`config.mk`:
```
export PLATFORM = sky130hd
export DESIGN_NAME = mfsgd_ctrl
export DESIGN_NICKNAME = d
export VERILOG_FILES = /design/src/design/mfsgd_pkg.sv /design/src/design/mfsgd_ctrl.sv
export SDC_FILE = /design/constraint.sdc
export NUM_CORES = 1
export LEC_CHECK = 0
export BUFFER_PORTS_ARGS = -buffer_cell sky130_fd_sc_hd__buf_2
export CORE_ASPECT_RATIO = 0.8
export CORE_MARGIN = 2
export CORE_UTILIZATION = 45
export CTS_CLUSTER_SIZE = 40
export DETAILED_ROUTE_END_ITERATION = 6
export PLACE_DENSITY_LB_ADDON = 0.15
export SLEW_MARGIN = 20
export SYNTH_ARGS = -nofsm -noshare
export SYNTH_HDL_FRONTEND = slang
export SYNTH_SLANG_ARGS = --single-unit
```
`constraint.sdc`:
```
create_clock -name i_clk -period 1.6 [get_ports i_clk]
set_clock_uncertainty 0.15 [all_clocks]
set_input_delay 0.08 -clock i_clk [delete_from_list [all_inputs] [get_ports i_clk]]
set_output_delay 0.08 -clock i_clk [all_outputs]
set_load 0.005 [all_outputs]
```
`src/design/mfsgd_pkg.sv`:
```
`timescale 1ns / 1ps
// Shared types, codes and fixed-point helpers for the matrix factorization SGD block.
// No dependencies; mfsgd_ctrl, mfsgd_datapath and the top level import it.
package mfsgd_pkg;

    // Operation codes carried in the input item
    localparam logic [2:0] OP_TRAIN      = 3'd0;
    localparam logic [2:0] OP_WRITE_USER = 3'd1;
    localparam logic [2:0] OP_WRITE_ITEM = 3'd2;
    localparam logic [2:0] OP_READ_USER  = 3'd3;
    localparam logic [2:0] OP_READ_ITEM  = 3'd4;

    // Configuration register indexes
    localparam int          REG_ADDR_W        = 5;
    localparam logic [2:0]  REG_LEARN_RATE    = 3'd0;
    localparam logic [2:0]  REG_FACTOR_DECAY  = 3'd1;
    localparam logic [2:0]  REG_BIAS_DECAY    = 3'd2;
    localparam logic [2:0]  REG_DECAY_ENABLE  = 3'd3;
    localparam logic [2:0]  REG_BIAS_ENABLE   = 3'd4;

    localparam logic [15:0] LEARN_RATE_RESET  = 16'd655;

    // Wide signed intermediate, exact for every sum the datapath forms
    localparam int WIDE_W = 68;
    typedef logic signed [WIDE_W-1:0] t_wide;

    localparam t_wide SAT_MAX = 68'sd2147483647;
    localparam t_wide SAT_MIN = -68'sd2147483648;
    localparam t_wide RND_HALF = 68'sd32768;

    typedef struct packed {
        logic        [2:0]  opcode;
        logic        [9:0]  user_index;
        logic        [9:0]  item_index;
        logic        [4:0]  factor_index;
        logic signed [31:0] rating_value;
        logic signed [31:0] write_data;
    } t_in_item;

    typedef struct packed {
        logic signed [31:0] residual;
        logic signed [31:0] read_data;
    } t_out_item;

    typedef struct packed {
        logic [15:0] learn_rate;
        logic [15:0] factor_decay;
        logic [15:0] bias_decay;
        logic        decay_enable;
        logic        bias_enable;
    } t_cfg;

    typedef enum logic [3:0] {
        MUL_UV,
        MUL_LR_E,
        MUL_LR_FD,
        MUL_LR_BD,
        MUL_G_VRAM,
        MUL_G_U,
        MUL_S_U,
        MUL_S_V,
        MUL_T_UB,
        MUL_T_IB
    } t_mul_sel;

    typedef enum logic [1:0] {
        OUT_ZERO,
        OUT_RESID,
        OUT_READ
    } t_out_sel;

    typedef enum logic [4:0] {
        ST_IDLE,
        ST_DISPATCH,
        ST_WRITE,
        ST_READ,
        ST_DOT,
        ST_RESID,
        ST_MUL_GAIN,
        ST_LOAD_GAIN,
        ST_LOAD_S,
        ST_LOAD_T,
        ST_U_MUL,
        ST_U_UPD,
        ST_V_MUL,
        ST_V_UPD,
        ST_UD_MUL,
        ST_UD_UPD,
        ST_VD_MUL,
        ST_VD_UPD,
        ST_ELEM_WR,
        ST_BIAS_G,
        ST_UBD_MUL,
        ST_UBD_UPD,
        ST_IBD_MUL,
        ST_IBD_UPD,
        ST_BIAS_WR,
        ST_DONE
    } t_state;

    typedef struct packed {
        logic     load;       // latch the accepted item
        logic     acc_clr;
        logic     dot_issue;
        logic     res_en;
        t_mul_sel mul_sel;
        logic     g_en;
        logic     s_en;
        logic     t_en;
        logic     uv_load;
        logic     u_upd;
        logic     v_upd;
        logic     fac_we;
        logic     bias_g;
        logic     ub_upd;
        logic     ib_upd;
        logic     bias_we;
        logic     op_we;
        logic     out_load;
        t_out_sel out_sel;
    } t_dp_cmd;

    typedef struct packed {
        logic is_train;
        logic is_write;
        logic is_read;
        logic target_ok;
    } t_dp_status;

    // floor((x + 2^15) / 2^16)
    function automatic t_wide rnd16(input logic signed [65:0] p);
        t_wide x;
        x = WIDE_W'(p) + RND_HALF;
        return x >>> 16;
    endfunction

    function automatic logic signed [31:0] sat32(input t_wide x);
        logic signed [31:0] r;
        if (x > SAT_MAX) begin
            r = 32'sh7FFF_FFFF;
        end else if (x < SAT_MIN) begin
            r = 32'sh8000_0000;
        end else begin
            r = 32'(x);
        end
        return r;
    endfunction

endpackage

```
`src/design/mfsgd_ctrl.sv`:
```
`timescale 1ns / 1ps
// SGD block sequencer: steps each train item through dot product, gain
// computation, per-element row update and bias update. Uses mfsgd_pkg.
module mfsgd_ctrl #(
    parameter int FACTORS = 16,
    parameter int EW = (FACTORS > 1) ? $clog2(FACTORS) : 1,
    parameter int CW = $clog2(FACTORS + 2)
) (
    input  logic                  i_clk,
    input  logic                  i_rst_n,
    input  logic                  i_in_valid,
    output logic                  o_in_stall,
    output logic                  o_out_valid,
    input  logic                  i_out_stall,
    input  logic                  i_decay_enable,
    input  mfsgd_pkg::t_dp_status i_status,
    output mfsgd_pkg::t_dp_cmd    o_cmd,
    output logic [EW-1:0]         o_rd_elem,
    output logic [EW-1:0]         o_wr_elem
);
    import mfsgd_pkg::*;

    t_state        r_state, n_state;
    logic [CW-1:0] r_cnt, n_cnt;
    logic          r_out_valid, n_out_valid;
    logic [CW-1:0] cnt_inc;
    logic          out_free;
    logic          cnt_last;
    logic          dot_end;

    assign cnt_inc  = r_cnt + CW'(1);
    assign out_free = !r_out_valid || !i_out_stall;
    assign cnt_last = (r_cnt == CW'(FACTORS - 1));
    assign dot_end  = (r_cnt == CW'(FACTORS + 1));

    always_ff @(posedge i_clk) begin
        if (!i_rst_n) begin
            r_state     <= ST_IDLE;
            r_cnt       <= '0;
            r_out_valid <= 1'b0;
        end else begin
            r_state     <= n_state;
            r_cnt       <= n_cnt;
            r_out_valid <= n_out_valid;
        end
    end

    // Next state
    always_comb begin
        n_state     = r_state;
        n_cnt       = r_cnt;
        n_out_valid = r_out_valid && i_out_stall;
        unique case (r_state)
            ST_IDLE: begin
                if (i_in_valid) begin
                    n_state = ST_DISPATCH;
                end
            end
            ST_DISPATCH: begin
                n_cnt = '0;
                if (!i_status.target_ok) begin
                    n_state = ST_DONE;
                end else if (i_status.is_train) begin
                    n_state = ST_DOT;
                end else if (i_status.is_write) begin
                    n_state = ST_WRITE;
                end else if (i_status.is_read) begin
                    n_state = ST_READ;
                end else begin
                    n_state = ST_DONE;
                end
            end
            ST_WRITE:   n_state = ST_DONE;
            ST_READ:    n_state = ST_DONE;
            ST_DOT: begin
                n_cnt = cnt_inc;
                if (dot_end) begin
                    n_state = ST_RESID;
                end
            end
            ST_RESID: begin
                n_cnt   = '0;
                n_state = ST_MUL_GAIN;
            end
            ST_MUL_GAIN:  n_state = ST_LOAD_GAIN;
            ST_LOAD_GAIN: n_state = ST_LOAD_S;
            ST_LOAD_S:    n_state = ST_LOAD_T;
            ST_LOAD_T:    n_state = ST_U_MUL;
            ST_U_MUL:     n_state = ST_U_UPD;
            ST_U_UPD:     n_state = ST_V_MUL;
            ST_V_MUL:     n_state = ST_V_UPD;
            ST_V_UPD:     n_state = i_decay_enable ? ST_UD_MUL : ST_ELEM_WR;
            ST_UD_MUL:    n_state = ST_UD_UPD;
            ST_UD_UPD:    n_state = ST_VD_MUL;
            ST_VD_MUL:    n_state = ST_VD_UPD;
            ST_VD_UPD:    n_state = ST_ELEM_WR;
            ST_ELEM_WR: begin
                n_cnt   = cnt_inc;
                n_state = cnt_last ? ST_BIAS_G : ST_U_MUL;
            end
            ST_BIAS_G:    n_state = i_decay_enable ? ST_UBD_MUL : ST_BIAS_WR;
            ST_UBD_MUL:   n_state = ST_UBD_UPD;
            ST_UBD_UPD:   n_state = ST_IBD_MUL;
            ST_IBD_MUL:   n_state = ST_IBD_UPD;
            ST_IBD_UPD:   n_state = ST_BIAS_WR;
            ST_BIAS_WR:   n_state = ST_DONE;
            ST_DONE: begin
                if (out_free) begin
                    n_out_valid = 1'b1;
                    n_state     = ST_IDLE;
                end
            end
            default:      n_state = ST_IDLE;
        endcase
    end

    // Outputs
    always_comb begin
        o_cmd      = '0;
        o_cmd.mul_sel = MUL_UV;
        o_cmd.out_sel = OUT_ZERO;
        o_rd_elem  = r_cnt[EW-1:0];
        o_wr_elem  = r_cnt[EW-1:0];
        o_in_stall = 1'b1;
        unique case (r_state)
            ST_IDLE: begin
                o_in_stall = 1'b0;
                o_cmd.load = i_in_valid;
            end
            ST_DISPATCH:  o_cmd.acc_clr = 1'b1;
            ST_WRITE:     o_cmd.op_we   = 1'b1;
            ST_READ:      ;
            ST_DOT: begin
                o_cmd.mul_sel   = MUL_UV;
                o_cmd.dot_issue = (32'(r_cnt) < FACTORS);
            end
            ST_RESID:     o_cmd.res_en = 1'b1;
            ST_MUL_GAIN:  o_cmd.mul_sel = MUL_LR_E;
            ST_LOAD_GAIN: begin
                o_cmd.g_en    = 1'b1;
                o_cmd.mul_sel = MUL_LR_FD;
            end
            ST_LOAD_S: begin
                o_cmd.s_en    = 1'b1;
                o_cmd.mul_sel = MUL_LR_BD;
            end
            ST_LOAD_T:    o_cmd.t_en = 1'b1;
            ST_U_MUL: begin
                o_cmd.uv_load = 1'b1;
                o_cmd.mul_sel = MUL_G_VRAM;
            end
            ST_U_UPD:     o_cmd.u_upd = 1'b1;
            ST_V_MUL:     o_cmd.mul_sel = MUL_G_U;
            ST_V_UPD:     o_cmd.v_upd = 1'b1;
            ST_UD_MUL:    o_cmd.mul_sel = MUL_S_U;
            ST_UD_UPD:    o_cmd.u_upd = 1'b1;
            ST_VD_MUL:    o_cmd.mul_sel = MUL_S_V;
            ST_VD_UPD:    o_cmd.v_upd = 1'b1;
            ST_ELEM_WR: begin
                o_cmd.fac_we = 1'b1;
                o_rd_elem    = cnt_inc[EW-1:0];
            end
            ST_BIAS_G:    o_cmd.bias_g = 1'b1;
            ST_UBD_MUL:   o_cmd.mul_sel = MUL_T_UB;
            ST_UBD_UPD:   o_cmd.ub_upd = 1'b1;
            ST_IBD_MUL:   o_cmd.mul_sel = MUL_T_IB;
            ST_IBD_UPD:   o_cmd.ib_upd = 1'b1;
            ST_BIAS_WR:   o_cmd.bias_we = 1'b1;
            ST_DONE: begin
                o_cmd.out_load = out_free;
                if (i_status.target_ok && i_status.is_train) begin
                    o_cmd.out_sel = OUT_RESID;
                end else if (i_status.target_ok && i_status.is_read) begin
                    o_cmd.out_sel = OUT_READ;
                end else begin
                    o_cmd.out_sel = OUT_ZERO;
                end
            end
            default:      ;
        endcase
    end

    assign o_out_valid = r_out_valid;
endmodule

```
Word level (Yosys, flattened, before mapping)
Index checks and enable logic that the tools add are counted.

cells by class
  muxes and demuxes = 36
  equal/unequal tests = 30
  order comparisons = 1
  reduce and logical (&&, ||, !) cells = 14
  add/sub/neg operators = 1

operators by type and width
  kind                 number
  $pmux 5 s24          1
  $eq 5x5->1 const B   11
  $eq 5x4->1 const B   9
  $mux 5               9
  $pmux 4 s9           1
  $eq 5x3->1 const B   4
  $mux 1               19
  $eq 5x2->1 const B   2
  $pmux 5 s2           1
  $mux 4               2
  $reduce_or 2->1      4
  $ne 2x2->1 const B   3
  $add 5x1->5 const B  1
  $eq 5x1->1 const B   1
  $logic_not 5->1      1
  $lt 5x5->1 const B   1
  $mux 2               2
  $logic_and 1x1->1    3
  $mux 3               1
  $reduce_and 3->1     1
  $reduce_or 3->1      1
  $logic_not 1->1      2
  $reduce_bool 2->1    1
  $logic_or 1x1->1     1

storage, ports and cells
  register bits = 11
  output and inout bits = 33
  input port bits = 9

Depth between registers and ports, before layout
  word-level depth = 5
  mapped depth = 7
  depth with buffers taken out = 7

Worst setup path after synthesis
No wires, ideal clock.

  path kind = flip-flop to flip-flop
  from = register r_cnt[0]
  to = register r_state[0]
  data arrival time = 1.437 ns
  required time = 1.315 ns
  path slack = -0.122 ns
  clock period less this slack = 1.722 ns
  cell stages (with the launch flop) = 6
  path buffers = 0
  path through = dfxtp_1 > ha_1 > and3_1 > ha_1 > a2111oi_1 > a31oi_1

between the ends
  word-level cells in the longest chain between the ends = 3

ends and longest elaborated chain
  what                                             line                                text
  start: declaration                               mfsgd_ctrl.sv:24                    logic [CW-1:0] r_cnt, n_cnt;
  start signal: assignment                         mfsgd_ctrl.sv:43                    r_cnt <= n_cnt;
  $eq 5x4->1 or $eq 5x5->1 (tied branches)         mfsgd_ctrl.sv:33, mfsgd_ctrl.sv:34
  $mux 5 or $ne 2x2->1 (tied branches)             -
  $pmux 5 s24 or $reduce_and 3->1 (tied branches)  -
  end signal: assignment                           mfsgd_ctrl.sv:42                    r_state <= n_state;
  end: declaration                                 mfsgd_ctrl.sv:23                    t_state r_state, n_state;

Several ways; a longest one is shown, not always the timed one.
A chain may end at the register's enable or synchronous reset.

Worst setup path in the final report
  from = register r_state[1]
  to = register r_state[0]

between the ends
  word-level cells in the longest chain between the ends = 3

ends and longest elaborated chain
  what                                                     line              text
  $eq 5x5->1, or another cell as far along                 mfsgd_ctrl.sv:53  unique case (r_state)
  $reduce_or 3->1 (no line) or $ne 2x2->1 (tied branches)  -
  $pmux 5 s24 or $reduce_and 3->1 (tied branches)          -

Several ways; a longest one is shown, not always the timed one.

==> summary.md <==
| Metric | Value |
|---|---|
| Synth Cell Area | 0.00118 mm² |
| Max Fclk | 0.485 GHz |
| DRT Pass-1 Iters | 5 |
| Row Count | 16 |
| Final worst slack | -461 ps |
| Worst skew pair latency | 290 ps |
| CTS tree | yes |
| Final setup fails | 32 |
| Initial antenna violation count | 0 |
| Post-Synthesis Cells | 171 |
| Synthesized flop and latch total | 11 |
| Iteration-0 DRC Markers | 222 |
| Crit-path slowest cell | nor3_1 |
| Drt drc | 0 |
| Routed len/inst | 23.1 µm |
| Total power | 4.01 mW |
| Critical-path cell list | or2_4 -> buf_4 -> nor3_1 -> or3_1 -> a31oi_1 |
| Vias in the first global route | 1726 |
| PwrDens | 1740 mW/mm² |
| Worst hold path class | primary input to flip-flop |
| Worst-Margin Slew | 753 ps |
| CTS max path bufs | 2 |
| First-pass GRT wire length | 8020 µm |
| LEAKAGE | 1.03 nW |
| Post-synthesis sequential area ratio | 0.186 |
| CTS Buf Count | 3 |
| Setup repair after global routing missed its margin | yes |
| H-tree Lvls | 1 |
| Number of enable flip-flop cells after synthesis | 0 |
| Total negative slack | -5800 ps |
| Share of layout cells above drive strength 1 | 0.630 |
| Final #Nets | 270 |
| Routability Congestion | 0.905 |
| Clock period minus worst slack | 2060 ps |
| Area delta synth->final | 95.2% |
| Root buf cell | clkbuf_4 |
| DR vias/cell | 6.55 |
| Reg clk slew, reported paths | 100 ps |
| Detail Placement HPWL | 3100 µm |
| Commonest non-fill, non-tap cells in the layout | buf_2, buf_4, buf_6 |
| Num Clock Sinks | 11 |
| Crit path DAT | 2080 ps |
| Final Cycle Share | 1.29 |
| Vias post-DR | 1920 |
| Fraction of registers with async set/reset | 0 |
| Max IR drop VDD | 1170 µV |
| Initial Util | 0.480 |
| CP Class | flip-flop to flip-flop |
| Drt total wl | 6760 µm |
| Max cap viols | 0 |
| Most common cell after layout, fill and taps aside | buf_2 |
| Core box area | 0.00246 mm² |
| Crit start category | flip-flop |
| Run status | finished, violations left |
| Synth Flop Type | dfxtp_1 |
| Crit path capture type | flip-flop |
| Die width | 61.3 µm |
| Post-layout util | 0.936 |
| Crit-path max cell delay | 610 ps |
| Pre-CTS setup slack | -156 ps |
| Die Ht | 49.8 µm |
| Pins over their slew limit | 0 |
| Distinct cell type count after synthesis | 50 |
| Port Buffer Count | 41 |
| Antenna Nets Post-Route | 0 |
| Fin. Hold Viols | 0 |
| Relative slew slack | 0.494 |
| Crit-path max FO | 6 |
| Syn_nets | 183 |
| Global route overflow | 0 |
| Worst path required time | 1620 ps |
| Largest net degree at the start of global routing | 24 |
| Avg Cell Area, Syn | 6.91 µm² |
| I/O pin count | 42 |
| Diode count | 0 |
| Die ar. | 0.00305 mm² |
| Failing checks | setup timing |
| Gr usage total | 0.350 |
| Yosys warns | 0 |
-- cell type report --
type	instances	area [µm²]
Tap cell	36	45.0
Timing Repair Buffer	98	761
Inverter	7	28.8
Sequential cell	11	248
Clock buffer	4	26.3
Multi-Input combinational cell	137	1200
Fill cell	83	156
-- critical path: cells and delay by family, from the launching register on --
family | cells | cell delay, ps
AOI/OAI and AO/OA | 1 | 60
buffers and inverters | 1 | 150
DFF | 1 | 390
and+or+nand+nor | 3 | 1180
-- where the power goes --
group	internal (mW)	switching [mW]
Sequential	0.361	0.103
Combinational	1.62	1.69
Clock	0.0970	0.135
Total	2.08	1.93
-- repair_timing --
action                                  in CTS  in global routing
pin swaps                                   14                 18
endpoints found under the setup margin      34                 36
cloned                                       0                  1
buffers inserted                            13                  5
hold buffers                                 2                  0
endpoints found under the hold margin        3                  0
gates resized for setup                     54                 55
-- sequential cells by signal, indices dropped and copies added (netlist names) --
register,cells
r_cnt,5
o_out_valid,1
r_state,5
-- worst paths after layout --
check / from / endpoint / slack [ps] / cells past startpoint
setup / recovery: r_state[1]$_SDFFE_PN0P_ / r_state[0]$_SDFFE_PN0P_ / -460 / 5
hold / removal: i_status[0] / r_state[2]$_SDFFE_PN0P_ / 50 / 3
setup reg to reg: r_state[1]$_SDFFE_PN0P_ / r_state[0]$_SDFFE_PN0P_ / -460 / 5
hold reg to reg: o_out_valid$_SDFF_PN0_ / o_out_valid$_SDFF_PN0_ / 410 / 2
-- layer usage --
| metal | routed length, µm | vias up | track usage |
|---|---|---|---|
| li1 | - | 785 | - |
| met1 | 2430 | 872 | 0.444 |
| met2 | 3020 | 204 | 0.585 |
| met3 | 848 | 59 | 0.0525 |
| met4 | 451 | 0 | 0.130 |
| met5 | 0 | - | 0 |
-- Yosys cell counts, drive strengths merged, types with 2 or more instances --
cell type,instances,area (µm²)
buf,14,78.8
dfxtp,11,220
or3,2,12.5
ha,3,37.5
and3b,2,17.5
clkbuf,2,7.51
nor4,2,12.5
a21o,2,15.0
o31ai,3,22.5
nor3b,3,22.5
nand3b,2,15.0
and2,2,12.5
a21oi,12,60.1
nor2,26,100
nor3,9,45.0
xor2,2,17.5
xnor2,3,26.3
a31oi,3,18.8
a2111oi,3,46.3
o21bai,2,15.0
o21ai,8,40.0
and3,6,37.5
nand2,10,37.5
nand2b,12,75.1
inv,6,22.5
nor2b,2,12.5
-- kinds of logic after synthesis --
| family | share of synthesized area |
|---|---|
| simple gates | 0.378 |
| compound gates | 0.262 |
| buf+inv | 0.0953 |
| flops | 0.186 |
| xor+xnor | 0.0371 |
| fa+ha+maj | 0.0318 |
| mux | 0.00953 |
-- stage by stage --
stage	instance area [µm²]	hold WS [ps]	cells
finish	2310	54.3	293
global route	2310	76.0	293
CTS	2020	34.6	288
detailed placement	1660	172	269
global placement	1660	165	269
floorplan	1210	57.9	171
(Power assumes the default switching activity.)
